<file path="config.mk">
export PLATFORM = sky130hd
export DESIGN_NAME = sic_cross
export DESIGN_NICKNAME = d
export VERILOG_FILES = /design/src/rtl/core/sic_pkg.sv /design/src/rtl/core/sic_cross.sv
export SDC_FILE = /design/constraint.sdc
export NUM_CORES = 1
export LEC_CHECK = 0
export BUFFER_PORTS_ARGS = -buffer_cell sky130_fd_sc_hd__buf_2
export CORE_MARGIN = 3
export CORE_UTILIZATION = 45
export DETAILED_ROUTE_END_ITERATION = 12
export PLACE_DENSITY_LB_ADDON = 0.12
export SETUP_SLACK_MARGIN = 0.5
export SYNTH_ARGS = -nofsm -noshare
export SYNTH_HDL_FRONTEND = slang
export SYNTH_SLANG_ARGS = --single-unit
</file>
<file path="constraint.sdc">
create_clock -name clock -period 6.35 [get_ports clock]
set_input_delay 0.3175 -clock clock [delete_from_list [all_inputs] [get_ports clock]]
set_output_delay 0.3175 -clock clock [all_outputs]
set_load 0.1 [all_outputs]
</file>
<file path="src/rtl/core/sic_pkg.sv">
// shared types, widths and helper functions for the segment intersection classifier
package sic_pkg;

   // coordinate and derived widths
   localparam int COORD_WIDTH = 16;
   localparam int DIFF_WIDTH  = COORD_WIDTH + 1;
   localparam int SPAN_WIDTH  = COORD_WIDTH + 2;
   localparam int PROD_WIDTH  = 2 * DIFF_WIDTH;
   localparam int CROSS_WIDTH = PROD_WIDTH + 1;

   typedef logic signed [COORD_WIDTH-1:0] coord_type;
   typedef logic signed [DIFF_WIDTH-1:0]  diff_type;
   typedef logic signed [SPAN_WIDTH-1:0]  span_type;
   typedef logic signed [PROD_WIDTH-1:0]  prod_type;
   typedef logic signed [CROSS_WIDTH-1:0] cross_type;

   // relation codes
   typedef enum logic [1:0] {
      REL_DISJOINT = 2'd0,
      REL_POINT    = 2'd1,
      REL_OVERLAP  = 2'd2
   } relation_type;

   // direction and offset vectors after the first stage
   typedef struct packed {
      diff_type ux;
      diff_type uy;
      diff_type vx;
      diff_type vy;
      diff_type wx;
      diff_type wy;
      diff_type n1x;
      diff_type n1y;
   } diff_set_type;

   // degenerate segment flags
   typedef struct packed {
      logic upt;
      logic vpt;
      logic pt_eq;
      logic upt_on;
      logic vpt_on;
   } point_flags_type;

   // partial products after the second stage
   typedef struct packed {
      prod_type uxvy;
      prod_type uyvx;
      prod_type vxwy;
      prod_type vywx;
      prod_type uxwy;
      prod_type uywx;
   } prod_set_type;

   // collinear interval on the parameter line of the second segment
   typedef struct packed {
      span_type n0;
      span_type n1;
      span_type den;
   } span_set_type;

   // perp products after the third stage
   typedef struct packed {
      cross_type d;
      cross_type cu;
      cross_type cv;
   } cross_set_type;

   // n/d within [0,1], narrow operands
   function automatic logic in_unit_span(span_type n, span_type d);
      logic res;
      if (d > 0) begin
         res = (n >= 0) && (n <= d);
      end else begin
         res = (n <= 0) && (n >= d);
      end
      return res;
   endfunction

   // n/d within [0,1], perp product operands
   function automatic logic in_unit_cross(cross_type n, cross_type d);
      logic res;
      if (d > 0) begin
         res = (n >= 0) && (n <= d);
      end else begin
         res = (n <= 0) && (n >= d);
      end
      return res;
   endfunction

endpackage

</file>
<file path="src/rtl/core/sic_cross.sv">
// third stage: perp products and collinear overlap class
module sic_cross (
   input  logic                     clock,
   input  logic                     reset,
   input  logic                     valid_in,
   input  sic_pkg::prod_set_type    prod_in,
   input  sic_pkg::point_flags_type flags_in,
   input  sic_pkg::span_set_type    span_in,
   output logic                     valid_ff,
   output sic_pkg::cross_set_type   cross_ff,
   output sic_pkg::point_flags_type flags_ff,
   output sic_pkg::relation_type    par_rel_ff
);

   sic_pkg::cross_set_type cross_in;
   sic_pkg::relation_type  par_rel_in;
   sic_pkg::span_type      lo;
   sic_pkg::span_type      hi;

   // perp products
   always_comb begin
      cross_in.d  = sic_pkg::cross_type'(prod_in.uxvy) - sic_pkg::cross_type'(prod_in.uyvx);
      cross_in.cu = sic_pkg::cross_type'(prod_in.uxwy) - sic_pkg::cross_type'(prod_in.uywx);
      cross_in.cv = sic_pkg::cross_type'(prod_in.vxwy) - sic_pkg::cross_type'(prod_in.vywx);
   end

   // interval clipped to [0, den]
   always_comb begin
      lo = (span_in.n0 < 0) ? '0 : span_in.n0;
      hi = (span_in.n1 > span_in.den) ? span_in.den : span_in.n1;
      priority if ((span_in.n0 > span_in.den) || (span_in.n1 < 0)) begin
         par_rel_in = sic_pkg::REL_DISJOINT;
      end else if (lo == hi) begin
         par_rel_in = sic_pkg::REL_POINT;
      end else begin
         par_rel_in = sic_pkg::REL_OVERLAP;
      end
   end

   // valid bit
   always_ff @(posedge clock) begin
      if (reset) begin
         valid_ff <= 1'b0;
      end else begin
         valid_ff <= valid_in;
      end
   end

   // payload
   always_ff @(posedge clock) begin
      if (valid_in) begin
         cross_ff   <= cross_in;
         flags_ff   <= flags_in;
         par_rel_ff <= par_rel_in;
      end
   end

endmodule

</file>
# Word level (Yosys, flattened, before mapping)
# Cells that the tools add are included.
# Widths: inputs -> output; s select.
# word_totals
ff_bits,113
input_bits,266
out_inout_bits,113
elab_cells,22
# op_classes
addsub,3
magnitude_cmp,4
n_eq_ne,1
muxes,3
reduce_logical,1
# op_table
operator,n
$sub 34x34->35,3
$gt 18x18->1,2
$lt 18x1->1 const B,2
$mux 18,2
$eq 18x18->1,1
$mux 2,1
$logic_or 1x1->1,1

# Logic depth before layout (Yosys ltp)
# depth
word_depth,4
mapped_depth,15
depth_no_buf,13

# Worst setup path after synthesis
# No wires, ideal clock.
# synth_timing
path_type,input to register
startpoint,input prod_in[2] (netlist name)
endpoint,register cross_ff[67] (netlist name) (data pin)
setup_time_ps,258
arrival_ps,2832
required_ps,6092
path_slack_ps,3260
path_stages,12
path_buffers,0
path_cell_list,inv_1 ha_1 nor2b_4 o211ai_2 a32oi_1 a221o_2 a221oi_2 nor2_1 or4_1 a31o_1 a21oi_1 xnor2_1
# synth_lines
element,line_no,rtl
start: declaration,sic_cross.sv:6,"input sic_pkg::prod_set_type prod_in,"
end signal: assignment,sic_cross.sv:52,cross_ff <= cross_in;
end: declaration,sic_cross.sv:10,"output sic_pkg::cross_set_type cross_ff,"

# Worst setup path after layout
# layout_timing
startpoint,input span_in[7] (netlist name)
endpoint,register par_rel_ff[1] (data pin)
# layout_between
elab_chain_cells,4
word_cells_on_any_way,6
classes_between,order compare (2); eq/ne (1); mux (2); reduce/logical (1)
# layout_lines
element,line_no,rtl
start: declaration,sic_cross.sv:8,"input sic_pkg::span_set_type span_in,"
$gt 18x18->1,sic_cross.sv:30,hi = (span_in.n1 > span_in.den) ? span_in.den : span_in.n1;
$mux 18,sic_cross.sv:30,
$eq 18x18->1,sic_cross.sv:33,end else if (lo == hi) begin
$mux 2,sic_cross.sv:33,
end signal: assignment,sic_cross.sv:54,par_rel_ff <= par_rel_in;
end: declaration,sic_cross.sv:12,output sic_pkg::relation_type par_rel_ff
# Several ways; a longest one is shown, not always the timed one.
# A chain may end at the register's enable or synchronous reset.

==> reports/metrics.yaml <==
placed_design:
  dp_hpwl_mm: 25.1
  finalWeightedCongestion: 0.946
  port-buffer-count: 378
  place_inst: 1761
finish:
  final_cell_mix: "buf_2 (377), inv_1 (166), ha_1 (138)"
  fin_nets: 1907
  drive_gt1_share_pct: 28.4
  final_common_cell: "buf_2"
  syn_to_final_growth_pct: 27.9
  instances_no_fill: 1800
worst_setup_path:
  required_ns: 6.48
  slowest_stage: "or2_1"
  crit_fanout: 15
  crit_path_end_kind: "flip-flop"
  slowest_delay_ns: 0.59
  cp_cell_sequence: "buf_2, inv_1, ha_1, nand4_1, nor4_1, a2bb2oi_1, a311oi_2, or2_1, mux2i_1, a2bb2oi_1, o221ai_1, nor4b_1, a21boi_0"
  critical_path_class: "input pin to flip-flop"
  arrival_ns: 3.85
  start_kind: "input pin"
  cp_common_cell: "a2bb2oi_1"
yosys:
  ys_types: 78
  synth_edf_count: 112
  ys_top_cells_by_area: "edfxtp_1 (33%), ha_1 (17%), inv_1 (6.2%)"
  syn_nets: 1520
  ys_ff_latch: 113
  async_flop_share_pct: 0
  synth_top_area_share_pct: 33.2
  ys_seq_area_share_pct: 33.4
  avgSynthCellArea_sq_um: 9.10
  synth_ff_type: "edfxtp_1"
  syn-cell-area_sq_mm: 0.0101
  yosysTopAreaCell: "edfxtp_1"
  synth_warnings: 0
  synthCells: 1113
power:
  p_clk_share_pct: 26.7
  power_leakage_uw: 0.00654
  p_per_area_mw_per_mm2: 286
  p_seq_share_pct: 27.3
  swShare_pct: 45.6
  ir_worst_vdd_uv: 184
  pwr-share-comb_pct: 46.0
  p_sw_uw: 1690
  internal-power_uw: 2010
floorplanning:
  core_sq_mm: 0.0220
  start_util_pct: 46.1
  rows: 54
  dieArea_sq_mm: 0.0243
  die_x_um: 156
  fp.dieH_um: 156
  ios: 379
global_route:
  grt_pass1_wl_mm: 46.3
  grt_max_degree: 59
  track_usage_pct: 23.9
  antenna_found_initial: 10
  grt-ovfl-total: 0
  grt_pass1_vias: 9177
min_path:
  hold_path_end: "flags_ff[0]"
  whs_path_depth: 1
  hold_path_class: "input pin to flip-flop"
  hp-start: "flags_in[0]"
flow_run:
  cap_violations: 0
routing:
  num_vias: 9552
  first_pass_iters: 5
  drtIter0Drc: 584
  remaining_drc_errors: 0
  postRouteAntennaNets: 0
  routed_via_density: 5.31
  routed_wl_mm: 30.3
  wl_per_cell_um: 16.8
sta:
  setup_violations: 0
  period_share_pct: 58.6
  max_freq_mhz: 269
  relSlewSlack_pct: 44.7
  fin_setup_tns_ns: 0
  slew_viol_final: 0
  worst_pin_slew_ns: 0.823
  final_hold_viol_count: 0
  rsz0062_at_grt: "false"
  fin_crit_ns: 3.72
clock_tree:
  cts_root_buf: "clkbuf_16"
  cts_resized: 0
  ctsHoldBuffers: 0
  clk_pin_slew_ns: 0.06
  clk_path_buf_depth: 2
  cts_setup_buffers: 0
  clock-sinks: 113
  cts_tree: "yes"
  numCtsBuffers: 17
  htreeDepth: 4
outcome:
  status: "finished, final reports clean"
## layer usage
layer	up-vias	track usage (%)	share of wire, %
li1	4820	-	-
met1	4326	29.5	41
met2	349	40.5	48
met3	47	7.07	8.9
met4	10	7.28	2.0
met5	-	0	0.15
## cell families (layout without fill, tap and decap cells)
kind of cell             count (synthesis)  in the layout  synth area share (%)
AO/OA/AOI/OAI                          318            318                  20.8
AND/OR/NAND/NOR                        269            269                  13.2
buffers and inverters                  178            578                  6.72
adder cells (fa/ha/maj)                141            141                  17.6
flip-flops                             113            113                  33.4
XOR/XNOR                                86             86                  7.44
multiplexers                             8              8                 0.816
other                                    0              7                     0
## area by class of cell
| cell class | count | area [sq um] |
|---|---|---|
| Multi-Input combinational cell | 822 | 6060 |
| Timing Repair Buffer | 379 | 1900 |
| Antenna cell | 7 | 17.5 |
| Fill cell | 2009 | 9010 |
| Inverter | 167 | 627 |
| Tap cell | 280 | 350 |
| Clock buffer | 17 | 425 |
| Sequential cell | 113 | 3380 |
| Clock inverter | 15 | 180 |
## cell usage after synthesis, drive strengths merged (5+ instances only)
cell and number:
nand2 56, nand3 18, nor2b 14, a21o 51, o211ai 12, o21bai 10, o21ai 56, a221oi 7
and2 7, xnor2 65, a31oi 9, ha 138, mux2i 6, a211oi 9, o22ai 7, nor3 21
and3 13, edfxtp 112, o21a 15, xor2 21, nand4 19, nand2b 15, a2111oi 5, or2 6
nor2 79, o31ai 5, a21oi 90, clkbuf 7, inv 166
## worst max-delay path, delay by kind of cell
kind	cells	cell delay [ns]
and+or+nand+nor	4	1.52
AOI/OAI and AO/OA	5	1.13
muxes	1	0.34
adders and majority gates	1	0.32
buffers and inverters	2	0.20
## registers in the layout (all words and copies together) (netlist names)
signal      cells
flags_ff        5
cross_ff      105
valid_ff        1
par_rel_ff      2
## how the worst max path moves through the flow
stage,from,end,slack (ns),depth (start not counted)
final,span_in[7],par_rel_ff[1],2.63,13
after global routing,span_in[17],par_rel_ff[1],2.29,13
after CTS,span_in[7],par_rel_ff[1],2.80,13
after detailed placement,span_in[7],par_rel_ff[1],2.37,13
after global placement,span_in[17],par_rel_ff[1],2.51,13
after floorplan,prod_in[2],cross_ff[67],3.26,12
## power groups by stage
stage          sequential, uW  clock, uW  combinational [uW]
2_1_floorplan            1840          0                 532
3_3_place_gp             1020          0                1690
3_5_place_dp             1020          0                1700
4_1_cts                  1010       1010                1700
5_1_grt                  1020       1050                1810
6_report                 1010        990                1710
## metrics by stage
stage | power [uW] | worst slack, ns | instance area, sq um | hold slack (ns) | util, %
6_report | 3710 | 2.63 | 12900 | 0.0770 | 59.0
5_1_grt | 3880 | 2.29 | 12900 | 0.0524 | 58.9
4_1_cts | 3730 | 2.80 | 12900 | 0.0536 | 58.9
3_5_place_dp | 2720 | 2.37 | 12300 | 0.496 | 56.1
3_3_place_gp | 2720 | 2.51 | 12300 | 0.498 | 56.1
2_1_floorplan | 2380 | 3.26 | 10100 | 0.389 | -
No activity file was read; power rests on OpenSTA's default activity.
