==> config.mk <==
export PLATFORM = sky130hd
export DESIGN_NAME = sic_decide
export DESIGN_NICKNAME = d
export VERILOG_FILES = /design/src/rtl/core/sic_pkg.sv /design/src/rtl/core/sic_decide.sv
export SDC_FILE = /design/constraint.sdc
export NUM_CORES = 1
export LEC_CHECK = 0
export BUFFER_PORTS_ARGS = -buffer_cell sky130_fd_sc_hd__buf_2
export CAP_MARGIN = 20
export CORE_UTILIZATION = 50
export DETAILED_ROUTE_END_ITERATION = 6
export GPL_TIMING_DRIVEN = 0
export PLACE_DENSITY = 0.86
export SYNTH_ARGS = -nofsm -noshare
export SYNTH_HDL_FRONTEND = slang
export SYNTH_SLANG_ARGS = --single-unit
==> constraint.sdc <==
create_clock -name clock -period 4.6 [get_ports clock]
set_input_delay 0.46 -clock clock [delete_from_list [all_inputs] [get_ports clock]]
set_output_delay 0.46 -clock clock [all_outputs]
set_load 0.05 [all_outputs]
==> src/rtl/core/sic_pkg.sv <==
// shared types, widths and helper functions for the segment intersection classifier
package sic_pkg;

   // coordinate and derived widths
   localparam int COORD_WIDTH = 16;
   localparam int DIFF_WIDTH  = COORD_WIDTH + 1;
   localparam int SPAN_WIDTH  = COORD_WIDTH + 2;
   localparam int PROD_WIDTH  = 2 * DIFF_WIDTH;
   localparam int CROSS_WIDTH = PROD_WIDTH + 1;

   typedef logic signed [COORD_WIDTH-1:0] coord_type;
   typedef logic signed [DIFF_WIDTH-1:0]  diff_type;
   typedef logic signed [SPAN_WIDTH-1:0]  span_type;
   typedef logic signed [PROD_WIDTH-1:0]  prod_type;
   typedef logic signed [CROSS_WIDTH-1:0] cross_type;

   // relation codes
   typedef enum logic [1:0] {
      REL_DISJOINT = 2'd0,
      REL_POINT    = 2'd1,
      REL_OVERLAP  = 2'd2
   } relation_type;

   // direction and offset vectors after the first stage
   typedef struct packed {
      diff_type ux;
      diff_type uy;
      diff_type vx;
      diff_type vy;
      diff_type wx;
      diff_type wy;
      diff_type n1x;
      diff_type n1y;
   } diff_set_type;

   // degenerate segment flags
   typedef struct packed {
      logic upt;
      logic vpt;
      logic pt_eq;
      logic upt_on;
      logic vpt_on;
   } point_flags_type;

   // partial products after the second stage
   typedef struct packed {
      prod_type uxvy;
      prod_type uyvx;
      prod_type vxwy;
      prod_type vywx;
      prod_type uxwy;
      prod_type uywx;
   } prod_set_type;

   // collinear interval on the parameter line of the second segment
   typedef struct packed {
      span_type n0;
      span_type n1;
      span_type den;
   } span_set_type;

   // perp products after the third stage
   typedef struct packed {
      cross_type d;
      cross_type cu;
      cross_type cv;
   } cross_set_type;

   // n/d within [0,1], narrow operands
   function automatic logic in_unit_span(span_type n, span_type d);
      logic res;
      if (d > 0) begin
         res = (n >= 0) && (n <= d);
      end else begin
         res = (n <= 0) && (n >= d);
      end
      return res;
   endfunction

   // n/d within [0,1], perp product operands
   function automatic logic in_unit_cross(cross_type n, cross_type d);
      logic res;
      if (d > 0) begin
         res = (n >= 0) && (n <= d);
      end else begin
         res = (n <= 0) && (n >= d);
      end
      return res;
   endfunction

endpackage

==> src/rtl/core/sic_decide.sv <==
// fourth stage: parameter range tests and final classification
module sic_decide (
   input  logic                     clock,
   input  logic                     reset,
   input  logic                     valid_in,
   input  sic_pkg::cross_set_type   cross_in,
   input  sic_pkg::point_flags_type flags_in,
   input  sic_pkg::relation_type    par_rel_in,
   output logic                     valid_ff,
   output sic_pkg::relation_type    relation_ff
);

   sic_pkg::relation_type relation_in;
   logic                  skew_hit;

   // skew: both parameters within [0,1]; parallel: disjoint unless collinear, then degenerate cases, then interval
   always_comb begin
      skew_hit = sic_pkg::in_unit_cross(cross_in.cv, cross_in.d)
              && sic_pkg::in_unit_cross(cross_in.cu, cross_in.d);
      priority if (cross_in.d != 0) begin
         relation_in = skew_hit ? sic_pkg::REL_POINT : sic_pkg::REL_DISJOINT;
      end else if ((cross_in.cu != 0) || (cross_in.cv != 0)) begin
         relation_in = sic_pkg::REL_DISJOINT;
      end else if (flags_in.upt && flags_in.vpt) begin
         relation_in = flags_in.pt_eq ? sic_pkg::REL_POINT : sic_pkg::REL_DISJOINT;
      end else if (flags_in.upt) begin
         relation_in = flags_in.upt_on ? sic_pkg::REL_POINT : sic_pkg::REL_DISJOINT;
      end else if (flags_in.vpt) begin
         relation_in = flags_in.vpt_on ? sic_pkg::REL_POINT : sic_pkg::REL_DISJOINT;
      end else begin
         relation_in = par_rel_in;
      end
   end

   // strobe
   always_ff @(posedge clock) begin
      if (reset) begin
         valid_ff <= 1'b0;
      end else begin
         valid_ff <= valid_in;
      end
   end

   // result register
   always_ff @(posedge clock) begin
      if (valid_in) begin
         relation_ff <= relation_in;
      end
   end

endmodule

### After elaboration in Yosys (flattened, before gate mapping)

Index checks and enable logic that the tools add are counted.

| storage, ports and cells | value |
|---|---|
| register bits after elaboration | 3 |
| output and inout port bits | 3 |
| logic and storage cells | 32 |

| operators by class | value |
|---|---|
| order comparisons | 9 |
| multiplexer cells | 11 |
| reduce and logical (&&, ||, !) cells | 10 |

Operator list:

| kind | count |
|---|---|
| 35-bit nonzero test | 3 |
| 35-bit by 1-bit greater-or-equal comparator with 1-bit output (second input constant) | 2 |
| 35-bit greater-or-equal comparator | 2 |
| 35-bit by 1-bit less-or-equal comparator with 1-bit output (second input constant) | 2 |
| 35-bit less-or-equal comparator | 2 |
| 35-bit by 1-bit greater-than comparator with 1-bit output (second input constant) | 1 |
| 2-bit two-way mux | 5 |
| 1-bit logical AND | 6 |
| 1-bit two-way mux | 6 |
| 1-bit logical OR | 1 |

### Logic depth before layout (Yosys ltp)

Gate-level depths: netlist of the first run.

| depth | value |
|---|---|
| word-level depth | 6 |
| depth in mapped cells | 9 |
| mapped depth without buffers | 9 |

### Least setup slack after synthesis of the first run

OpenSTA, ideal clock, no wires.

| timing | value |
|---|---|
| kind | input to register |
| from | input cross_in[103] in the netlist's numbering |
| to | register relation_ff[0], data pin |
| library setup time | 270 ps |
| data arrival time | 2040 ps |
| required time | 4330 ps |
| path slack | 2290 ps |
| stages | 9 |
| cell sequence | inv_1 -> ha_1 -> a21oi_1 -> nand2_1 -> a21o_1 -> a2111oi_0 -> and3_1 -> mux2i_1 -> o221ai_2 |

| on the way | value |
|---|---|
| cells in the longest elaborated chain, start to end | 6 |

RTL lines:

| element | RTL line | source |
|---|---|---|
| start, declared | sic_decide.sv:6 | `input sic_pkg::cross_set_type cross_in,` |
| 35-bit greater-or-equal comparator or 35-bit less-or-equal comparator (tied branches) | sic_pkg.sv:86, sic_pkg.sv:84 |  |
| 1-bit logical AND, on equally long branches | sic_pkg.sv:86, sic_pkg.sv:84 |  |
| 1-bit two-way mux | sic_pkg.sv:83 | `if (d > 0) begin` |
| 1-bit logical AND | sic_decide.sv:19 | `&& sic_pkg::in_unit_cross(cross_in.cu, cross_in.d);` |
| 1-bit two-way mux | sic_decide.sv:21 | `relation_in = skew_hit ? sic_pkg::REL_POINT : sic_pkg::REL_DISJOINT;` |
| 2-bit two-way mux * | sic_decide.sv:20 | `priority if (cross_in.d != 0) begin` |
| via relation_in[0] | sic_decide.sv:13 | `sic_pkg::relation_type relation_in;` |
| end signal, assigned | sic_decide.sv:47 | `relation_ff <= relation_in;` |
| end, declared | sic_decide.sv:10 | `output sic_pkg::relation_type relation_ff` |

The timed path passes the listed nets; every way through them passes the cells marked *.
A chain may end at the register's enable or synchronous reset.

### Final worst setup path of the first run

Ends and elaborated chain as after synthesis.

==> impl_metrics.py, run 1 <==
metrics = {
    "run_status": {
        "status": "complete, no violations",
    },
    "synthesis": {
        "yosys_warnings": 0,
        "synthFlopType": "edfxtp_1",
        "ys_types": 35,
        "syn_area_per_cell_sq_um": 7.61,
        "seq_area_frac_synth_pct": 3.78,
        "synth_area_leader_cell": "ha_1",
        "syn_inst": 278,
        "synth_area_sq_um": 2120,
        "synth_nets": 463,
        "ys_ff_latch": 3,
        "synth_edf_count": 2,
        "yosysTopAreaCellShare_pct": 41.4,
        "synth_area_leaders": "ha_1, nor4_1, a21oi_1",
        "async_flop_share_pct": 0,
    },
    "detailed_routing": {
        "first_pass_iters": 4,
        "drtIter0Drc": 170,
        "drt-total-wl_um": 6740,
        "avgViaCountPerCell": 6.04,
        "vias": 2713,
        "wl_per_cell_um": 15.0,
        "drc_errors": 0,
        "drtAntennaViolNets": 0,
    },
    "worst_setup_path": {
        "cp-end-kind": "flip-flop",
        "cp_max_fo": 3,
        "critical_path_arrival_ns": 2.52,
        "start_kind": "primary input",
        "worstSetupPathType": "in -> reg",
        "cp.required_ns": 4.55,
    },
    "die": {
        "top_level_ports": 118,
        "die_x_um": 67.1,
        "initial_utilization_pct": 52.5,
        "die_y_um": 67.1,
        "die_area_sq_um": 4500,
        "placementRows": 23,
        "core_sq_um": 4030,
    },
    "finish": {
        "fin_area_sq_um": 2810,
        "nNetsFinal": 585,
        "layout-drive-gt1-share_pct": 31.6,
        "syn2layout_area_growth_pct": 32.8,
        "instances_no_fill": 449,
        "final_util_pct": 69.7,
        "num_antenna_cells": 0,
    },
    "sta": {
        "period_share_pct": 55.9,
        "report.final.slew_viol_count": 0,
        "max_freq_mhz": 389,
        "hold_viol": 0,
        "setup_violations": 0,
        "worstMarginPinSlew_ns": 0.633,
        "slew_headroom_pct": 56.7,
        "min_period_ns": 2.57,
        "tns_ns": 0,
        "rsz0062_at_grt": "false",
    },
    "clock_tree": {
        "cts-htree-levels": 1,
        "clock-sinks": 3,
        "cts-hold-fix-buffers": 0,
        "clk_pin_slew_ns": 0.03,
        "post_cts_buffers": 0,
        "cts_resized": 0,
        "tritoncts": "yes",
        "cts_root_buf": "clkbuf_8",
        "cts_buffers": 3,
        "cts_buffer_depth": 2,
    },
    "place": {
        "gp_congestion": 0.937,
        "dp_cells": 445,
        "portBuffers": 117,
        "dpl_cell_area_sq_um": 2760,
        "dp_hpwl_um": 6130,
    },
    "hold_path": {
        "min_path_cells": 2,
        "min_to": "valid_ff",
        "min_from": "reset",
        "min_path_type": "in -> reg",
    },
    "pwr": {
        "ir_drop_mv": 0.0614,
        "powerDensity_nw_per_um2": 122,
        "leakagePower_nw": 1.53,
    },
    "global_route": {
        "grt_pass1_wl_um": 10300,
        "grtUsageTotal_pct": 30.1,
        "grt_max_degree": 7,
        "antenna_found_initial": 0,
        "grt_pass1_vias": 2425,
        "gr-total-overflow": 0,
    },
    "job": {
        "maxCapViolations": 0,
    },
}
## worst max-delay path, stage by stage
cell and delay [ns]:
buf_2 0.09, inv_1 0.06, ha_1 0.31, a21oi_1 0.16, nand2_1 0.07, a21o_1 0.16
a2111oi_0 0.57, and3_1 0.31, mux2i_1 0.22, o221ai_2 0.12
## cells in the final DEF (no fill, tap or decap), types with 2 or more instances in the layout
cell,instances
clkbuf_8,3
o211ai_1,4
a211oi_1,2
nand3_1,11
o21ai_1,2
nor2_1,4
o21a_1,5
nor2b_1,5
buf_2,117
nand2_1,18
inv_1,38
a21o_1,4
a21oi_1,30
ha_1,70
nor3_1,8
nand4_2,2
o31ai_1,2
nor4_1,27
edfxtp_1,2
nand4_1,18
and3_1,3
o21ai_0,8
## kinds of logic (layout without fill, tap and decap cells)
family	after synthesis	count (layout)	synth area share, %
buffers and inverters	38	159	6.74
AND/OR/NAND/NOR	101	101	27.9
multiplexers	2	2	1.54
adder cells (fa/ha/maj)	70	70	41.4
flip-flops	3	3	3.78
AO/OA/AOI/OAI	64	64	18.7
## worst max path at each step
stage          cells past startpoint        endpoint     startpoint
5_1_grt                            9  relation_ff[0]   cross_in[92]
2_1_floorplan                      9  relation_ff[0]  cross_in[103]
3_5_place_dp                      10  relation_ff[0]  cross_in[103]
3_3_place_gp                      10  relation_ff[0]  cross_in[103]
4_1_cts                           10  relation_ff[0]  cross_in[103]
6_report                          10  relation_ff[0]  cross_in[103]
## sequential cells by signal, summed over array words and instances (netlist names)
| name | cells |
|---|---|
| valid_ff | 1 |
| relation_ff | 2 |
## cells in the mapped netlist (2+ instances only)
library cell  instances
o21ai_1               2
a21oi_1              30
a21o_1                4
nand4_2               2
nand2_1              18
ha_1                 70
inv_1                38
nor2_1                4
o21ai_0               8
nor3_1                8
o31ai_1               2
a211oi_1              2
nand3_1              11
edfxtp_1              2
nor2b_1               5
nand4_1              18
o211ai_1              4
o21a_1                5
and3_1                3
nor4_1               27
## per-layer routing
metal | GRT usage (%) | vias to the layer above | share of wire [%]
li1 | - | 1332 | -
met1 | 38.3 | 1236 | 43
met2 | 53.1 | 124 | 48
met3 | 1.20 | 21 | 5.8
met4 | 10.1 | 0 | 2.8
met5 | 0 | - | 0
## power by group
part           internal, W  switching [W]
sequential       0.0000306    0.000000267
clock            0.0000594      0.0000204
combinational     0.000104       0.000127
total             0.000194       0.000147
## through the flow
stage / total power (W) / hold slack [ns] / setup WS (ns)
after global placement: 0.000252 / 0.614 / 1.85
after detailed placement: 0.000258 / 0.625 / 1.87
after CTS: 0.000340 / 0.404 / 2.09
after global routing: 0.000373 / 0.417 / 1.89
final: 0.000342 / 0.408 / 2.03
after floorplan: 0.000159 / 0.532 / 2.29
## area by class of cell
type,instances,area [sq um]
timing repair buffer,117,586
sequential,3,80.1
inverter,38,143
clock buffer,4,45.0
fill,354,1220
multi-input combinational,237,1890
tap,50,62.6
Power figures use the tool's default switching activity.
==> run 2, diff against run 1 <==
--- a/config.mk
+++ b/config.mk
@@ -7,10 +7,10 @@
 export LEC_CHECK = 0
 export BUFFER_PORTS_ARGS = -buffer_cell sky130_fd_sc_hd__buf_2
 export CAP_MARGIN = 20
-export CORE_UTILIZATION = 50
+export CORE_UTILIZATION = 46
 export DETAILED_ROUTE_END_ITERATION = 6
 export GPL_TIMING_DRIVEN = 0
-export PLACE_DENSITY = 0.86
+export PLACE_DENSITY = 0.8
 export SYNTH_ARGS = -nofsm -noshare
 export SYNTH_HDL_FRONTEND = slang
 export SYNTH_SLANG_ARGS = --single-unit
==> constraint.sdc (replaced) <==
create_clock -name clock -period 2.4 [get_ports clock]
set_input_delay 0.24 -clock clock [delete_from_list [all_inputs] [get_ports clock]]
set_output_delay 0.24 -clock clock [all_outputs]
set_load 0.05 [all_outputs]
==> impl_metrics.py, run 2 (synthesized netlist as in run 1, its figures left out) <==
metrics = {
    "run_status": {
        "status": "complete, no violations",
    },
    "worst_setup_path": {
        "worstSetupPathType": "in -> reg",
        "worst_path_max_delay_cell": "nor4_2",
        "cp_max_fo": 6,
        "path_cells": "buf_2, inv_1, ha_1, nand4_1, nor4_2, nor2b_1, o21ai_1, and3_1, a21oi_1, o221ai_2",
        "start_kind": "primary input",
        "cp.required_ns": 2.35,
        "cpPeakStageDelay_ns": 0.37,
        "critical_path_arrival_ns": 2.15,
        "worst-path-buf-inv": 2,
        "cp-end-kind": "flip-flop",
        "cp_top_family": "simple AND/OR/NAND/NOR gates",
    },
    "die": {
        "core_sq_um": 4380,
        "die_x_um": 69.8,
        "placementRows": 24,
        "die_y_um": 69.8,
        "top_level_ports": 118,
        "initial_utilization_pct": 48.3,
        "die_area_sq_um": 4870,
    },
    "sta": {
        "hold_viol": 0,
        "tns_ns": 0,
        "max_freq_mhz": 454,
        "rsz0062_at_grt": "false",
        "setup_violations": 0,
        "min_period_ns": 2.20,
        "slew_headroom_pct": 69.1,
        "worstMarginPinSlew_ns": 0.460,
        "report.final.slew_viol_count": 0,
        "period_share_pct": 91.7,
    },
    "detailed_routing": {
        "drt-total-wl_um": 6650,
        "vias": 2603,
        "drtAntennaViolNets": 0,
        "avgViaCountPerCell": 5.77,
        "drc_errors": 0,
        "first_pass_iters": 4,
        "wl_per_cell_um": 14.8,
        "drtIter0Drc": 101,
    },
    "pwr": {
        "leakagePower_nw": 1.53,
        "power_switching_share_pct": 42.5,
        "powerDensity_nw_per_um2": 229,
        "sequentialPowerShare_pct": 9.2,
        "internal_power_w": 0.000372,
        "power.clock.fraction_pct": 22.3,
        "p_comb_share_pct": 68.5,
        "p_sw_w": 0.000275,
        "ir_drop_mv": 0.131,
    },
    "place": {
        "portBuffers": 117,
        "gp_congestion": 0.916,
        "dp_hpwl_um": 6140,
        "dp_cells": 447,
        "dpl_cell_area_sq_um": 2770,
    },
    "clock_tree": {
        "cts_buffers": 3,
        "cts_resized": 0,
        "cts_root_buf": "clkbuf_8",
        "post_cts_buffers": 0,
        "cts_buffer_depth": 2,
        "clk_pin_slew_ns": 0.03,
        "cts-hold-fix-buffers": 0,
        "clock-sinks": 3,
        "cts-htree-levels": 1,
        "tritoncts": "yes",
    },
    "finish": {
        "most-common-layout-cells": "buf_2, ha_1, inv_1",
        "num_antenna_cells": 0,
        "top_register": "relation_ff",
        "syn2layout_area_growth_pct": 33.5,
        "final_common_cell": "buf_2",
        "nNetsFinal": 585,
        "layout-drive-gt1-share_pct": 32.1,
        "largest_reg_flops": 2,
        "seq_area_sq_um": 80.1,
        "multi_input_area_sq_um": 1910,
        "fillers": 403,
        "fin_area_sq_um": 2820,
        "instances_no_fill": 451,
        "reg_top3": "relation_ff (2), valid_ff (1)",
    },
    "hold_path": {
        "min_path_cells": 2,
        "min_to": "valid_ff",
        "min_from": "reset",
        "min_path_type": "in -> reg",
    },
    "global_route": {
        "gr-total-overflow": 0,
        "grt_pass1_vias": 2560,
        "grt_pass1_wl_um": 10900,
        "grt_max_degree": 7,
        "grtUsageTotal_pct": 27.2,
        "antenna_found_initial": 0,
    },
    "job": {
        "maxCapViolations": 0,
    },
}
run 2: layer usage:
metal / GRT usage, % / wire, um / vias to the layer above
li1: - / - / 1328
met1: 34.9 / 2960 / 1176
met2: 50.2 / 3210 / 91
met3: 1.31 / 407 / 8
met4: 4.89 / 80 / 0
met5: 0 / 0 / -
run 2: how the worst max path moves through the flow:
stage                        from             end  slack, ns  depth (start not counted)
floorplan           cross_in[103]  relation_ff[0]       0.31                          9
global route        cross_in[104]  relation_ff[0]       0.08                         10
detailed placement  cross_in[104]  relation_ff[0]      -0.14                         10
CTS                 cross_in[104]  relation_ff[0]       0.08                         10
global placement    cross_in[103]  relation_ff[0]      -0.18                         10
finish              cross_in[104]  relation_ff[0]       0.20                         10
run 2: cell type report:
type | count | share of cell area [%]
timing repair buffer | 117 | 20.7
inverter | 38 | 5.05
tap | 52 | 2.30
clock buffer | 4 | 1.60
multi-input combinational | 237 | 67.5
sequential | 3 | 2.84
run 2: through the flow:
stage               worst slack [ns]  hold WS [ns]  total power, W  util (%)
finish                         0.198         0.196        0.000647      64.4
global route                  0.0827         0.202        0.000713      64.4
CTS                           0.0763         0.190        0.000641      64.1
detailed placement            -0.138         0.403        0.000495      63.1
global placement              -0.183         0.395        0.000484      63.1
floorplan                      0.310         0.312        0.000304         -
run 2: power by group through the flow:
stage          Combinational [W]  Sequential (W)  Clock (W)
2_1_floorplan           0.000232       0.0000718          0
3_5_place_dp            0.000434       0.0000601          0
4_1_cts                 0.000438       0.0000595   0.000144
3_3_place_gp            0.000424       0.0000600          0
5_1_grt                 0.000502       0.0000599   0.000151
6_report                0.000443       0.0000594   0.000144
