$ cat config.mk
export PLATFORM = sky130hd
export DESIGN_NAME = sic_diff
export DESIGN_NICKNAME = d
export VERILOG_FILES = /design/src/rtl/core/sic_pkg.sv /design/src/rtl/core/sic_diff.sv
export SDC_FILE = /design/constraint.sdc
export NUM_CORES = 1
export LEC_CHECK = 0
export ABC_AREA = 1
export BUFFER_PORTS_ARGS = -buffer_cell sky130_fd_sc_hd__buf_4
export CORE_ASPECT_RATIO = 1.25
export CORE_MARGIN = 10
export CORE_UTILIZATION = 40
export CTS_CLUSTER_SIZE = 10
export DETAILED_ROUTE_END_ITERATION = 7
export GPL_TIMING_DRIVEN = 0
export PLACE_DENSITY_LB_ADDON = 0.25
export REMOVE_ABC_BUFFERS = 1
export SYNTH_ARGS = -nofsm -noshare
export SYNTH_HDL_FRONTEND = slang
export SYNTH_SLANG_ARGS = --single-unit
$ cat constraint.sdc
create_clock -name clock -period 2.25 [get_ports clock]
set_input_delay 0.225 -clock clock [delete_from_list [all_inputs] [get_ports clock]]
set_output_delay 0.225 -clock clock [all_outputs]
set_load 0.01 [all_outputs]
$ cat src/rtl/core/sic_pkg.sv
// shared types, widths and helper functions for the segment intersection classifier
package sic_pkg;

   // coordinate and derived widths
   localparam int COORD_WIDTH = 16;
   localparam int DIFF_WIDTH  = COORD_WIDTH + 1;
   localparam int SPAN_WIDTH  = COORD_WIDTH + 2;
   localparam int PROD_WIDTH  = 2 * DIFF_WIDTH;
   localparam int CROSS_WIDTH = PROD_WIDTH + 1;

   typedef logic signed [COORD_WIDTH-1:0] coord_type;
   typedef logic signed [DIFF_WIDTH-1:0]  diff_type;
   typedef logic signed [SPAN_WIDTH-1:0]  span_type;
   typedef logic signed [PROD_WIDTH-1:0]  prod_type;
   typedef logic signed [CROSS_WIDTH-1:0] cross_type;

   // relation codes
   typedef enum logic [1:0] {
      REL_DISJOINT = 2'd0,
      REL_POINT    = 2'd1,
      REL_OVERLAP  = 2'd2
   } relation_type;

   // direction and offset vectors after the first stage
   typedef struct packed {
      diff_type ux;
      diff_type uy;
      diff_type vx;
      diff_type vy;
      diff_type wx;
      diff_type wy;
      diff_type n1x;
      diff_type n1y;
   } diff_set_type;

   // degenerate segment flags
   typedef struct packed {
      logic upt;
      logic vpt;
      logic pt_eq;
      logic upt_on;
      logic vpt_on;
   } point_flags_type;

   // partial products after the second stage
   typedef struct packed {
      prod_type uxvy;
      prod_type uyvx;
      prod_type vxwy;
      prod_type vywx;
      prod_type uxwy;
      prod_type uywx;
   } prod_set_type;

   // collinear interval on the parameter line of the second segment
   typedef struct packed {
      span_type n0;
      span_type n1;
      span_type den;
   } span_set_type;

   // perp products after the third stage
   typedef struct packed {
      cross_type d;
      cross_type cu;
      cross_type cv;
   } cross_set_type;

   // n/d within [0,1], narrow operands
   function automatic logic in_unit_span(span_type n, span_type d);
      logic res;
      if (d > 0) begin
         res = (n >= 0) && (n <= d);
      end else begin
         res = (n <= 0) && (n >= d);
      end
      return res;
   endfunction

   // n/d within [0,1], perp product operands
   function automatic logic in_unit_cross(cross_type n, cross_type d);
      logic res;
      if (d > 0) begin
         res = (n >= 0) && (n <= d);
      end else begin
         res = (n <= 0) && (n >= d);
      end
      return res;
   endfunction

endpackage

$ cat src/rtl/core/sic_diff.sv
// first stage: direction and offset vectors from the endpoints
module sic_diff (
   input  logic                   clock,
   input  logic                   reset,
   input  logic                   valid_in,
   input  sic_pkg::coord_type     a_start_x,
   input  sic_pkg::coord_type     a_start_y,
   input  sic_pkg::coord_type     a_end_x,
   input  sic_pkg::coord_type     a_end_y,
   input  sic_pkg::coord_type     b_start_x,
   input  sic_pkg::coord_type     b_start_y,
   input  sic_pkg::coord_type     b_end_x,
   input  sic_pkg::coord_type     b_end_y,
   output logic                   valid_ff,
   output sic_pkg::diff_set_type  diff_ff
);

   sic_pkg::diff_set_type diff_in;

   // vector differences, sign extended by one bit
   always_comb begin
      diff_in.ux  = sic_pkg::diff_type'(a_end_x)   - sic_pkg::diff_type'(a_start_x);
      diff_in.uy  = sic_pkg::diff_type'(a_end_y)   - sic_pkg::diff_type'(a_start_y);
      diff_in.vx  = sic_pkg::diff_type'(b_end_x)   - sic_pkg::diff_type'(b_start_x);
      diff_in.vy  = sic_pkg::diff_type'(b_end_y)   - sic_pkg::diff_type'(b_start_y);
      diff_in.wx  = sic_pkg::diff_type'(a_start_x) - sic_pkg::diff_type'(b_start_x);
      diff_in.wy  = sic_pkg::diff_type'(a_start_y) - sic_pkg::diff_type'(b_start_y);
      diff_in.n1x = sic_pkg::diff_type'(a_end_x)   - sic_pkg::diff_type'(b_start_x);
      diff_in.n1y = sic_pkg::diff_type'(a_end_y)   - sic_pkg::diff_type'(b_start_y);
   end

   // valid bit
   always_ff @(posedge clock) begin
      if (reset) begin
         valid_ff <= 1'b0;
      end else begin
         valid_ff <= valid_in;
      end
   end

   // payload
   always_ff @(posedge clock) begin
      if (valid_in) begin
         diff_ff <= diff_in;
      end
   end

endmodule

# --- After elaboration in Yosys (flattened, before gate mapping) ---
# Cells that the tools add are included.
classes:
  add_sub_neg: 8
op_table:
  columns: ["operator", "count"]
  rows:
  - ["16-bit by 16-bit subtractor with 17-bit output", 8]
word_totals:
  regBits: 137
  in_bits: 131
  output_inout_bits: 137
  wordCells: 17

# --- Depth between registers and ports, before layout ---
# Gate-level depths: netlist (run 1).
depth:
  depth_word: 1
  mapped_depth: 12
  ltp_nobuf: 12

# --- Least setup slack after synthesis (run 1) ---
# OpenSTA, ideal clock, no wires.
synth_timing:
  path_kind: "in2reg"
  start: "input port a_end_x[0]"
  end: "register diff_ff[31] (netlist name), data pin"
  setup_ns: 0.252
  t_arrival_ns: 1.388
  required_time_ns: 1.998
  slack_ns: 0.610
  cell_stages: 11
  n_path_buf: 0
  cell_sequence: "inv_1 > ha_1 > fa_1 > inv_1 > nand2_1 > nand2_1 > nand3_1 > nand2_1 > nand2_1 > nand3_1 > nand2_1"
synth_lines:
  columns: ["item", "line", "rtl"]
  rows:
  - ["start: declaration", "sic_diff.sv:8", "input sic_pkg::coord_type a_end_x,"]
  - ["end signal: assignment", "sic_diff.sv:44", "diff_ff <= diff_in;"]
  - ["end: declaration", "sic_diff.sv:15", "output sic_pkg::diff_set_type diff_ff"]

==> results of run 1 <==
metal layers:
| layer | GRT usage | vias up |
|---|---|---|
| li1 | - | 6069 |
| met2 | 0.382 | 307 |
| met4 | 0.0889 | 0 |
| met3 | 0.0460 | 59 |
| met5 | 0 | - |
| met1 | 0.205 | 5098 |
cells in the final DEF (no fill, tap or decap), types with 6 or more instances in the layout:
master	synthesis	layout
bufinv_16	0	6
xnor2_1	19	19
ha_1	128	128
clkbuf_16	0	17
xor2_1	37	37
nand3_1	91	91
or2_1	11	11
a21oi_1	80	80
nand2_1	749	749
fa_1	8	8
nor3_1	32	32
buf_4	0	266
inv_1	452	452
edfxtp_1	136	136
nor2_1	60	60
power breakdown:
| part | internal (mW) | total, mW | switching [mW] |
|---|---|---|---|
| combinational | 1.34 | 3.29 | 1.95 |
| sequential | 3.32 | 3.44 | 0.118 |
| clock | 2.07 | 3.25 | 1.18 |
| total | 6.73 | 9.97 | 3.24 |
cell type report:
class	count	area [µm²]
multi-input combinational	1218	6390
fill	2989	14700
clock buffer	19	433
tap	401	502
clock inverter	13	224
sequential	137	4100
timing repair buffer	269	2050
inverter	452	1700
cell families after synthesis:
group	count (synthesis)	share of synthesized area
simple gates	946	0.307
compound gates	80	0.0328
buf+inv	452	0.139
fa+ha+maj	136	0.144
xor+xnor	56	0.0402
flops	137	0.337
worst paths after layout:
path                                 to  slack (ns)  depth (start not counted)
setup / recovery  diff_ff[31]$_DFFE_PP_        0.58                         12
hold / removal    diff_ff[17]$_DFFE_PP_        0.17                          3
per-stage QoR:
stage | area (µm²) | setup slack (ns) | total power, mW | std cells
3_3_place_gp | 14700 | 0.176 | 6.76 | 2475
2_1_floorplan | 12200 | 0.610 | 5.36 | 1807
5_1_grt | 15400 | 0.496 | 10.6 | 2509
3_5_place_dp | 14700 | 0.154 | 6.80 | 2476
4_1_cts | 15400 | 0.618 | 10.1 | 2509
6_report | 15400 | 0.584 | 9.97 | 2509
cell usage after synthesis:
library cell  number
ha_1             128
a21oi_1           80
xor2_1            37
nor3_1            32
nand3_1           91
inv_1            452
edfxtp_1         136
nor2_1            60
fa_1               8
nand2_2            3
nand2_1          749
or2_1             11
dfxtp_1            1
xnor2_1           19
critical path: stages:
cell and delay (ns):
buf_4 0.08, inv_1 0.04, ha_1 0.23, fa_1 0.42, inv_1 0.07, nand2_1 0.05, nand2_1 0.17, nand3_1 0.10
nand2_1 0.20, nand2_1 0.12, nand3_1 0.09, nand2_1 0.06
sequential cells by signal (all words and copies together) (netlist names):
name and count:
diff_ff 136, valid_ff 1
==> metrics.md, run 1 <==
| Metric | Value |
|---|---|
| Final Hold Fails | `0` |
| Syn_area_per_cell | `about 6.7 µm²` |
| Cell variety after synth | `14` |
| Util after Layout | `0.511` |
| Diode count | `0` |
| Slew headroom | `0.605` |
| Total I/O pin count | `268` |
| Outcome | `finished clean` |
| Total Routing Usage GR | `0.202` |
| DR WL/cell | `15.3 µm` |
| Setup TNS | `0 ns` |
| Worst EP required | `2.45 ns` |
| Routed via count | `11500` |
| Num rows | `71` |
| Die H | `215 µm` |
| Max-cap violations | `0` |
| Setup CP Type | `in2reg` |
| Fmax | `0.600 GHz` |
| Peak supply drop | `427 µV` |
| Critical path origin | `a_end_x[0]` |
| Synth top area share | `0.335` |
| Largest net degree at the start of global routing | `84` |
| Root Buffer Master | `clkbuf_16` |
| Max-slew violations | `0` |
| First-pass GRT wire length | `roughly 60000 µm` |
| Total wire length | `38500 µm` |
| Inserted Clock Buffers | `17` |
| Met3 Routed Length | `2220 µm` |
| Placer congestion estimate | `approximately 0.96` |
| Post-synthesis sequential area ratio | `0.337` |
| Cells after Synth | `roughly 1800` |
| Slew @ Worst Pin | `0.593 ns` |
| DIE AREA | `37900 µm²` |
| Starting DRT DRC Count | `609` |
| Startpoint Class | `primary input` |
| Seq cells post-synth | `137` |
| Post-CTS Resized | `0` |
| DP HPWL | `32700 µm` |
| CTS tree | `built` |
| Clock transition at path regs | `approximately 0.06 ns` |
| # hold bufs at CTS | `1` |
| Deepest clock path buffer count | `2` |
| CP arrival | `between 1.5 and 2 ns` |
| Min-delay src | `b_start_x[0]` |
| Routed Antenna Nets | `0` |
| Met2 WL | `20200 µm` |
| H-tree levels | `4` |
| Initial Util | `0.405` |
| Final layout net count | `~2400` |
| Fin crit period | `1.67 ns` |
| I/O Buffers | `267` |
| Largest fanout on the critical path | `3` |
| Top post-synthesis cells by area | `edfxtp_1 33%, nand2_1 23%, inv_1 14%` |
| DRC viols | `0` |
| Worst Hold Class | `in2reg` |
| Nature of the critical path endpoint | `flop` |
| Initial antenna violation count | `0` |
| Final setup viols | `0` |
| Core Region | `30100 µm²` |
| Post-synth top area cell | `edfxtp_1` |
| Grt total ovfl | `0` |
| Post-CTS setup buffer count | `0` |
| Top sig layer | `met4` |
| Post-Syn Area | `12200 µm²` |
| Via density | `4.60` |
| Power Density | `between 600 and 700 nW/µm²` |
| RSZ-0062 raised after global routing | `no` |
| Smallest hold slack | `0.170 ns` |
| Final worst-path cycle share | `0.740` |
| P_leak | `~9 nW` |
| Yosys warns | `0` |
| Initial DRT Pass Iterations | `5` |
| CTS Sinks | `137` |
| Share of cells above drive strength 1 | `0.141` |
| Routed met1 length | `14800 µm` |
| Number of global-route vias before repair | `11600` |
| Die Span X | `176 µm` |
| Area grow syn2layout | `26.3%` |
Note: power is estimated with default switching activity, not from simulation.
==> inputs of run 2 (changes only) <==
--- a/config.mk
+++ b/config.mk
@@ -5,7 +5,7 @@
 export SDC_FILE = /design/constraint.sdc
 export NUM_CORES = 1
 export LEC_CHECK = 0
-export ABC_AREA = 1
+export ABC_AREA = 0
 export BUFFER_PORTS_ARGS = -buffer_cell sky130_fd_sc_hd__buf_4
 export CORE_ASPECT_RATIO = 1.25
 export CORE_MARGIN = 10
==> constraint.sdc (replaced) <==
create_clock -name clock -period 1.5 [get_ports clock]
set_input_delay 0.15 -clock clock [delete_from_list [all_inputs] [get_ports clock]]
set_output_delay 0.15 -clock clock [all_outputs]
set_load 0.01 [all_outputs]
==> run 2 against run 1 <==
  * Clock power up 43%
  * Non-clock buffer count up 75
  * Area after synthesis down 14%
  * Sequential power up 51%
  * The run now ends with setup timing left
  * Via count down 17%
  * Sequential cell count unchanged
  * Sequential share of layout area down 1.3 points
  * Worst setup slack worse by 0.92 ns
==> metrics.md, run 2 <==
| Metric | Value |
|---|---|
| Largest Register | `diff_ff` |
| Initial DRT Pass Iterations | `4 (-1)` |
| Num rows | `66 (-7.0%)` |
| Async SR Flop Fraction | `0 (unchanged)` |
| Via density | `5.46 (+19%)` |
| Setup TNS | `-5.23 ns (-5.23 ns)` |
| Register area | `4100 µm² (unchanged)` |
| Commonest non-fill, non-tap cell in the layout | `buf_4` |
| Multi-input gate area | `7700 µm² (+20%)` |
| Initial antenna violation count | `0 (unchanged)` |
| Slowest library cell on the worst path | `fa_2` |
| Most frequent cells in the layout | `302 x buf_4, 136 x edfxtp_1, 88 x inv_1` |
| Total wire length | `35100 µm (-8.7%)` |
| Failing checks | `setup timing` |
| Outcome | `finished, violations left` |
| Post-synth top area cell | `edfxtp_1` |
| Clock Power Share | `0.295 (-0.031)` |
| Routed Antenna Nets | `0 (unchanged)` |
| Power Density | `974 nW/µm² (+50%)` |
| Clock transition at path regs | `0.06 ns (about the same)` |
| DR WL/cell | `20.1 µm (+31%)` |
| Deepest clock path buffer count | `2 (unchanged)` |
| Post-synth top flop | `edfxtp_1` |
| Diode count | `0 (unchanged)` |
| Syn_area_per_cell | `10.1 µm² (+49%)` |
| Post-Syn Area | `10500 µm² (-14%)` |
| Final setup viols | `39 (+39)` |
| Crit-path max cell delay | `0.36 ns (-0.06 ns)` |
| Starting DRT DRC Count | `455 (-25%)` |
| Die H | `201 µm (-6.7%)` |
| DIE AREA | `33100 µm² (-13%)` |
| CTS tree | `built` |
| Core Region | `25900 µm² (-14%)` |
| DRC viols | `0 (unchanged)` |
| Grt total ovfl | `0 (unchanged)` |
| I/O Buffers | `267 (unchanged)` |
| Startpoint Class | `primary input` |
| Nature of the critical path endpoint | `flop` |
| Largest fanout on the critical path | `3 (unchanged)` |
| Fin crit period | `1.83 ns` |
| Slew @ Worst Pin | `0.616 ns (+0.0227 ns)` |
| Smallest hold slack | `0.104 ns (-0.0661 ns)` |
| Final layout net count | `1660 (-30%)` |
| Top Registers | `diff_ff: 136 flops, valid_ff: 1 flops` |
| CTS Sinks | `137 (unchanged)` |
| Total Routing Usage GR | `0.199 (-0.00364)` |
| Sequential power share | `0.329 (-0.016)` |
| Final Hold Fails | `0 (unchanged)` |
| Max-slew violations | `0 (unchanged)` |
| Max-cap violations | `0 (unchanged)` |
| Area grow syn2layout | `54.9%` |
| P_leak | `6.80 nW (-26%)` |
| Placer congestion estimate | `0.914 (-4.7%)` |
| Final worst-path cycle share | `1.22` |
| Cell variety after synth | `68 (+54)` |
| RSZ-0062 raised after global routing | `yes` |
| Setup CP Type | `in2reg` |
| Fin worst setup slack | `-0.332 ns (-0.916 ns)` |
| Worst EP required | `1.68 ns (-0.77 ns)` |
| Number of synthesized flops with an enable pin | `136 (unchanged)` |
| Count leader, synth | `edfxtp_1` |
| CP Cell Sequence | `buf_8, ha_4, fa_2, nor2b_2, o31a_1, or4b_4, nand4_1, buf_4, a211oi_2, o22ai_1` |
| Routed via count | `9529 (-17%)` |
| Yosys warns | `0 (unchanged)` |
| P_int | `10.9 mW (+61%)` |
| First-pass GRT wire length | `51900 µm (-13%)` |
| Slew headroom | `0.587 (-0.0179)` |
| Post-synth top cells | `136 x edfxtp_1, 128 x ha_1, 120 x inv_1` |
| H-tree levels | `4 (unchanged)` |
| Root Buffer Master | `clkbuf_16` |
| Worst Hold Class | `in2reg` |
| Share of cells above drive strength 1 | `0.459 (+0.317)` |
| Total I/O pin count | `268 (unchanged)` |
| DP HPWL | `25400 µm (-22%)` |
| Peak supply drop | `821 µV (+92%)` |
| CP arrival | `2.01 ns (+0.15 ns)` |
| Synth top area share | `0.390 (+0.0552)` |
| Cells after Synth | `1040 (-42%)` |
| Dpl cells | `1638 (-34%)` |
| # fillers | `2032 (-32%)` |
| Inserted Clock Buffers | `17 (unchanged)` |
| Top post-synthesis cells by area | `edfxtp_1 39%, ha_1 15%, xnor2_1 5.3%` |
| Initial Util | `0.404 (-0.00119)` |
| Largest net degree at the start of global routing | `85 (+1.2%)` |
| Die Span X | `165 µm (-6.5%)` |
| Post-synthesis sequential area ratio | `0.392 (+0.0555)` |
| Post-DP Area | `12900 µm² (-12%)` |
| Util after Layout | `0.625 (+0.114)` |
| Number of global-route vias before repair | `9884 (-15%)` |
| Fin cells | `1746 (-30%)` |
| Switching Power | `4.92 mW (+52%)` |
| Final instance area | `16200 µm² (+5.3%)` |
| Seq cells post-synth | `137 (unchanged)` |
| Fmax | `0.546 GHz` |
| Gate power share | `0.375 (+0.045)` |
| Net Sw Frac | `0.312 (-0.0131)` |
| Max reg flops | `136 (unchanged)` |
## run 2: timing repair
item / 4_1_cts / 5_1_grt
endpoints found under the setup margin: 76 / 72
hold buffers: 1 / 0
resized for setup: 274 / 180
pin swaps: 105 / 97
hold endpoints to repair: 1 / 0
setup buffers: 46 / 32
## run 2: kinds of logic (layout without fill, tap and decap cells)
group / Yosys count / count (layout) / synth area share
compound gates: 308 / 308 / 0.204
fa+ha+maj: 136 / 136 / 0.168
simple gates: 235 / 235 / 0.110
mux: 3 / 3 / 0.00287
flops: 137 / 137 / 0.392
xor+xnor: 91 / 91 / 0.0761
buf+inv: 130 / 496 / 0.0466
## run 2: critical path, delay by kind of cell
family	cells	cell delay, ns
and+or+nand+nor	3	0.54
adders and majority gates	2	0.52
AOI/OAI and AO/OA	3	0.45
buffers and inverters	2	0.35
## run 2: layout make-up
type                    instances  area share
multi-input cells             773       0.475
clock inverters                14      0.0126
clock buffers                  18      0.0265
repair buffers                344       0.174
well taps                     340      0.0262
flip-flops and latches        137       0.253
inverters                     120      0.0327
## run 2: power groups by stage
stage	Sequential (mW)	Clock, mW	Combinational [mW]
after floorplan	5.58	0	2.26
after global placement	5.28	0	4.46
after detailed placement	5.28	0	4.54
after CTS	5.21	4.72	5.30
after global routing	5.26	4.90	6.41
final	5.20	4.66	5.93
## run 2: final timing paths
kind / from / end / cells past startpoint
worst max-delay path: b_start_x[0] / diff_ff[67]$_DFFE_PP_ / 10
worst min-delay path: b_start_x[0] / diff_ff[85]$_DFFE_PP_ / 3
## run 2: routing by layer
layer	wire length (µm)	GRT usage
met1	12100	0.194
met2	19400	0.378
met3	2800	0.0667
met4	922	0.0605
met5	0	0
## run 2: metrics by stage
stage	total power [mW]	worst slack, ns
floorplan	7.83	-0.538
finish	15.8	-0.332
global placement	9.74	-1.23
global route	16.6	-0.367
CTS	15.2	-0.339
detailed placement	9.81	-1.24
==> inputs of run 3 (changes only) <==
--- a/config.mk
+++ b/config.mk
@@ -5,7 +5,7 @@
 export SDC_FILE = /design/constraint.sdc
 export NUM_CORES = 1
 export LEC_CHECK = 0
-export ABC_AREA = 0
+export ABC_AREA = 1
 export BUFFER_PORTS_ARGS = -buffer_cell sky130_fd_sc_hd__buf_4
 export CORE_ASPECT_RATIO = 1.25
 export CORE_MARGIN = 10
@@ -15,6 +15,7 @@
 export GPL_TIMING_DRIVEN = 0
 export PLACE_DENSITY_LB_ADDON = 0.25
 export REMOVE_ABC_BUFFERS = 1
+export SKIP_LAST_GASP = 1
 export SYNTH_ARGS = -nofsm -noshare
 export SYNTH_HDL_FRONTEND = slang
 export SYNTH_SLANG_ARGS = --single-unit
==> run 3 against run 2 <==
  * Fmax rose by 29%
  * Non-clock buffer count is 73 lower
  * Worst setup slack improved by 0.41 ns
  * Cell count up 44%
  * Critical path depth grew 2
  * Combinational power shrank 16%
  * Final area down 4.7%
  * The run now ends clean
  * Count of clock-buffer cells in the layout is 1 higher
  * Clock power grew 4.7%
  * Core utilization shrank 11 points
  * Via count rose by 21%
==> metrics.md, run 3 (synthesis results as in run 1) <==
| Metric | Value |
|---|---|
| Final worst-path cycle share | `0.949 (-0.273)` |
| Diode count | `0 (unchanged)` |
| Largest net degree at the start of global routing | `84 (-1.2%)` |
| Final layout net count | `2364 (+42%)` |
| DRC viols | `0 (unchanged)` |
| P_leak | `9.17 nW (+35%)` |
| CTS tree | `built` |
| Slew @ Worst Pin | `0.587 ns (-0.0288 ns)` |
| Smallest hold slack | `0.0933 ns (-0.0103 ns)` |
| Inserted Clock Buffers | `17 (unchanged)` |
| Commonest non-fill, non-tap cell in the layout | `nand2_1` |
| H-tree levels | `4 (unchanged)` |
| Max-cap violations | `0 (unchanged)` |
| Dpl cells | `2476 (+51%)` |
| Met2 WL | `20400 µm (+5.2%)` |
| First-pass GRT wire length | `59600 µm (+15%)` |
| Worst EP required | `1.70 ns (+0.02 ns)` |
| Startpoint Class | `primary input` |
| Die Span X | `176 µm (+7.0%)` |
| Setup CP Type | `in2reg` |
| Core Region | `30100 µm² (+16%)` |
| DIE AREA | `37900 µm² (+15%)` |
| Top sig layer | `met4` |
| Total Routing Usage GR | `0.202 (+0.00371)` |
| DP HPWL | `32700 µm (+29%)` |
| Most frequent cells in the layout | `733 x nand2_1, 452 x inv_1, 268 x buf_4` |
| Power Density | `971 nW/µm² (-0.30%)` |
| Peak supply drop | `644 µV (-22%)` |
| Max-slew violations | `0 (unchanged)` |
| Tot Pwr | `15.0 mW (-4.9%)` |
| Total I/O pin count | `268 (unchanged)` |
| I/O Buffers | `267 (unchanged)` |
| # fillers | `2988 (+47%)` |
| Final Hold Fails | `0 (unchanged)` |
| Final setup viols | `0 (-100%)` |
| Met3 Routed Length | `2100 µm (-25%)` |
| Via density | `4.59 (-16%)` |
| DR WL/cell | `15.4 µm (-24%)` |
| Largest fanout on the critical path | `3 (unchanged)` |
| Clock transition at path regs | `0.06 ns (about the same)` |
| Routed Antenna Nets | `0 (unchanged)` |
| Min-delay src | `b_start_x[0]` |
| Routed via count | `11500 (+21%)` |
| Share of cells above drive strength 1 | `0.152 (-0.307)` |
| Fin cells | `2511 (+44%)` |
| Outcome | `finished clean` |
| Worst Hold Depth | `3 (unchanged)` |
| Fin worst setup slack | `0.0769 ns (+0.409 ns)` |
| Nature of the critical path endpoint | `flop` |
| Post-DP Area | `14700 µm² (+14%)` |
| Grt total ovfl | `0 (unchanged)` |
| Total wire length | `38600 µm (+9.8%)` |
| Final instance area | `15500 µm² (-4.7%)` |
| Fin crit period | `1.42 ns (-0.409 ns)` |
| Area grow syn2layout | `26.8%` |
| Die H | `215 µm (+7.1%)` |
| Deepest clock path buffer count | `2 (unchanged)` |
| Number of global-route vias before repair | `11600 (+18%)` |
| Initial Util | `0.405 (+0.00119)` |
| CP arrival | `1.62 ns (-0.39 ns)` |
| Register area | `4100 µm² (unchanged)` |
| Starting DRT DRC Count | `680 (+49%)` |
| CTS Sinks | `137 (unchanged)` |
| Worst Hold End | `diff_ff[17]$_DFFE_PP_` |
| Setup TNS | `0 ns (+5.23 ns)` |
| Top Registers | `diff_ff: 136 flops, valid_ff: 1 flops` |
| Placer congestion estimate | `0.958 (+4.9%)` |
| Root Buffer Master | `clkbuf_16` |
| Post-Place Worst Slack | `-0.521 ns (+0.724 ns)` |
| Fmax | `0.703 GHz (+29%)` |
| Multi-input gate area | `6440 µm² (-16%)` |
| Initial DRT Pass Iterations | `5 (+1)` |
| Largest Register | `diff_ff` |
| Slew headroom | `0.609 (+0.0220)` |
| Max reg flops | `136 (unchanged)` |
| Initial antenna violation count | `0 (unchanged)` |
| Util after Layout | `0.513 (-0.112)` |
| Worst Hold Class | `in2reg` |
| Num rows | `71 (+7.6%)` |
| Routed met1 length | `15000 µm (+24%)` |
## run 3: how the worst max path moves through the flow
| stage | startpoint | to | slack, ns | cells past startpoint |
|---|---|---|---|---|
| after floorplan | a_end_x[0] | diff_ff[31]$_DFFE_PP_ | -0.07 | 11 |
| after global placement | a_end_x[0] | diff_ff[31]$_DFFE_PP_ | -0.50 | 12 |
| after detailed placement | a_end_x[0] | diff_ff[31]$_DFFE_PP_ | -0.52 | 12 |
| after CTS | b_start_y[0] | diff_ff[82]$_DFFE_PP_ | 0.002 | 11 |
| after global routing | b_start_y[6] | diff_ff[15]$_DFFE_PP_ | -0.002 | 11 |
| final | a_end_x[0] | diff_ff[31]$_DFFE_PP_ | 0.08 | 12 |
## run 3: worst max-delay path, cell delays in order
cell and delay [ns]:
buf_4 0.08, inv_1 0.04, ha_1 0.23, fa_2 0.37
inv_1 0.07, nand2_1 0.06, nand2_2 0.13, nand3_1 0.11
nand2_2 0.14, nand2_1 0.10, nand3_1 0.09, nand2_1 0.06
## run 3: layout make-up
cell class	count	area share
multi-input cells	1218	0.417
flip-flops and latches	137	0.265
repair buffers	271	0.133
inverters	452	0.110
well taps	401	0.0324
clock buffers	19	0.0280
clock inverters	13	0.0145
## run 3: timing repair
action                                 CTS  global route
gates resized for setup                  4            16
pin swaps                                0             3
setup endpoints to repair                5            26
buffers inserted                         0             2
hold buffers                             1             0
endpoints found under the hold margin    1             0
## run 3: report_power, final
group | switching [mW] | internal [mW]
Clock | 1.78 | 3.11
Sequential | 0.179 | 4.98
Combinational | 2.94 | 2.04
Total | 4.89 | 10.1
## run 3: routing by layer
layer / global-route usage / up-vias
li1: - / 6072
met1: 0.205 / 5124
met2: 0.384 / 286
met3: 0.0460 / 55
met4: 0.0858 / 0
met5: 0 / -
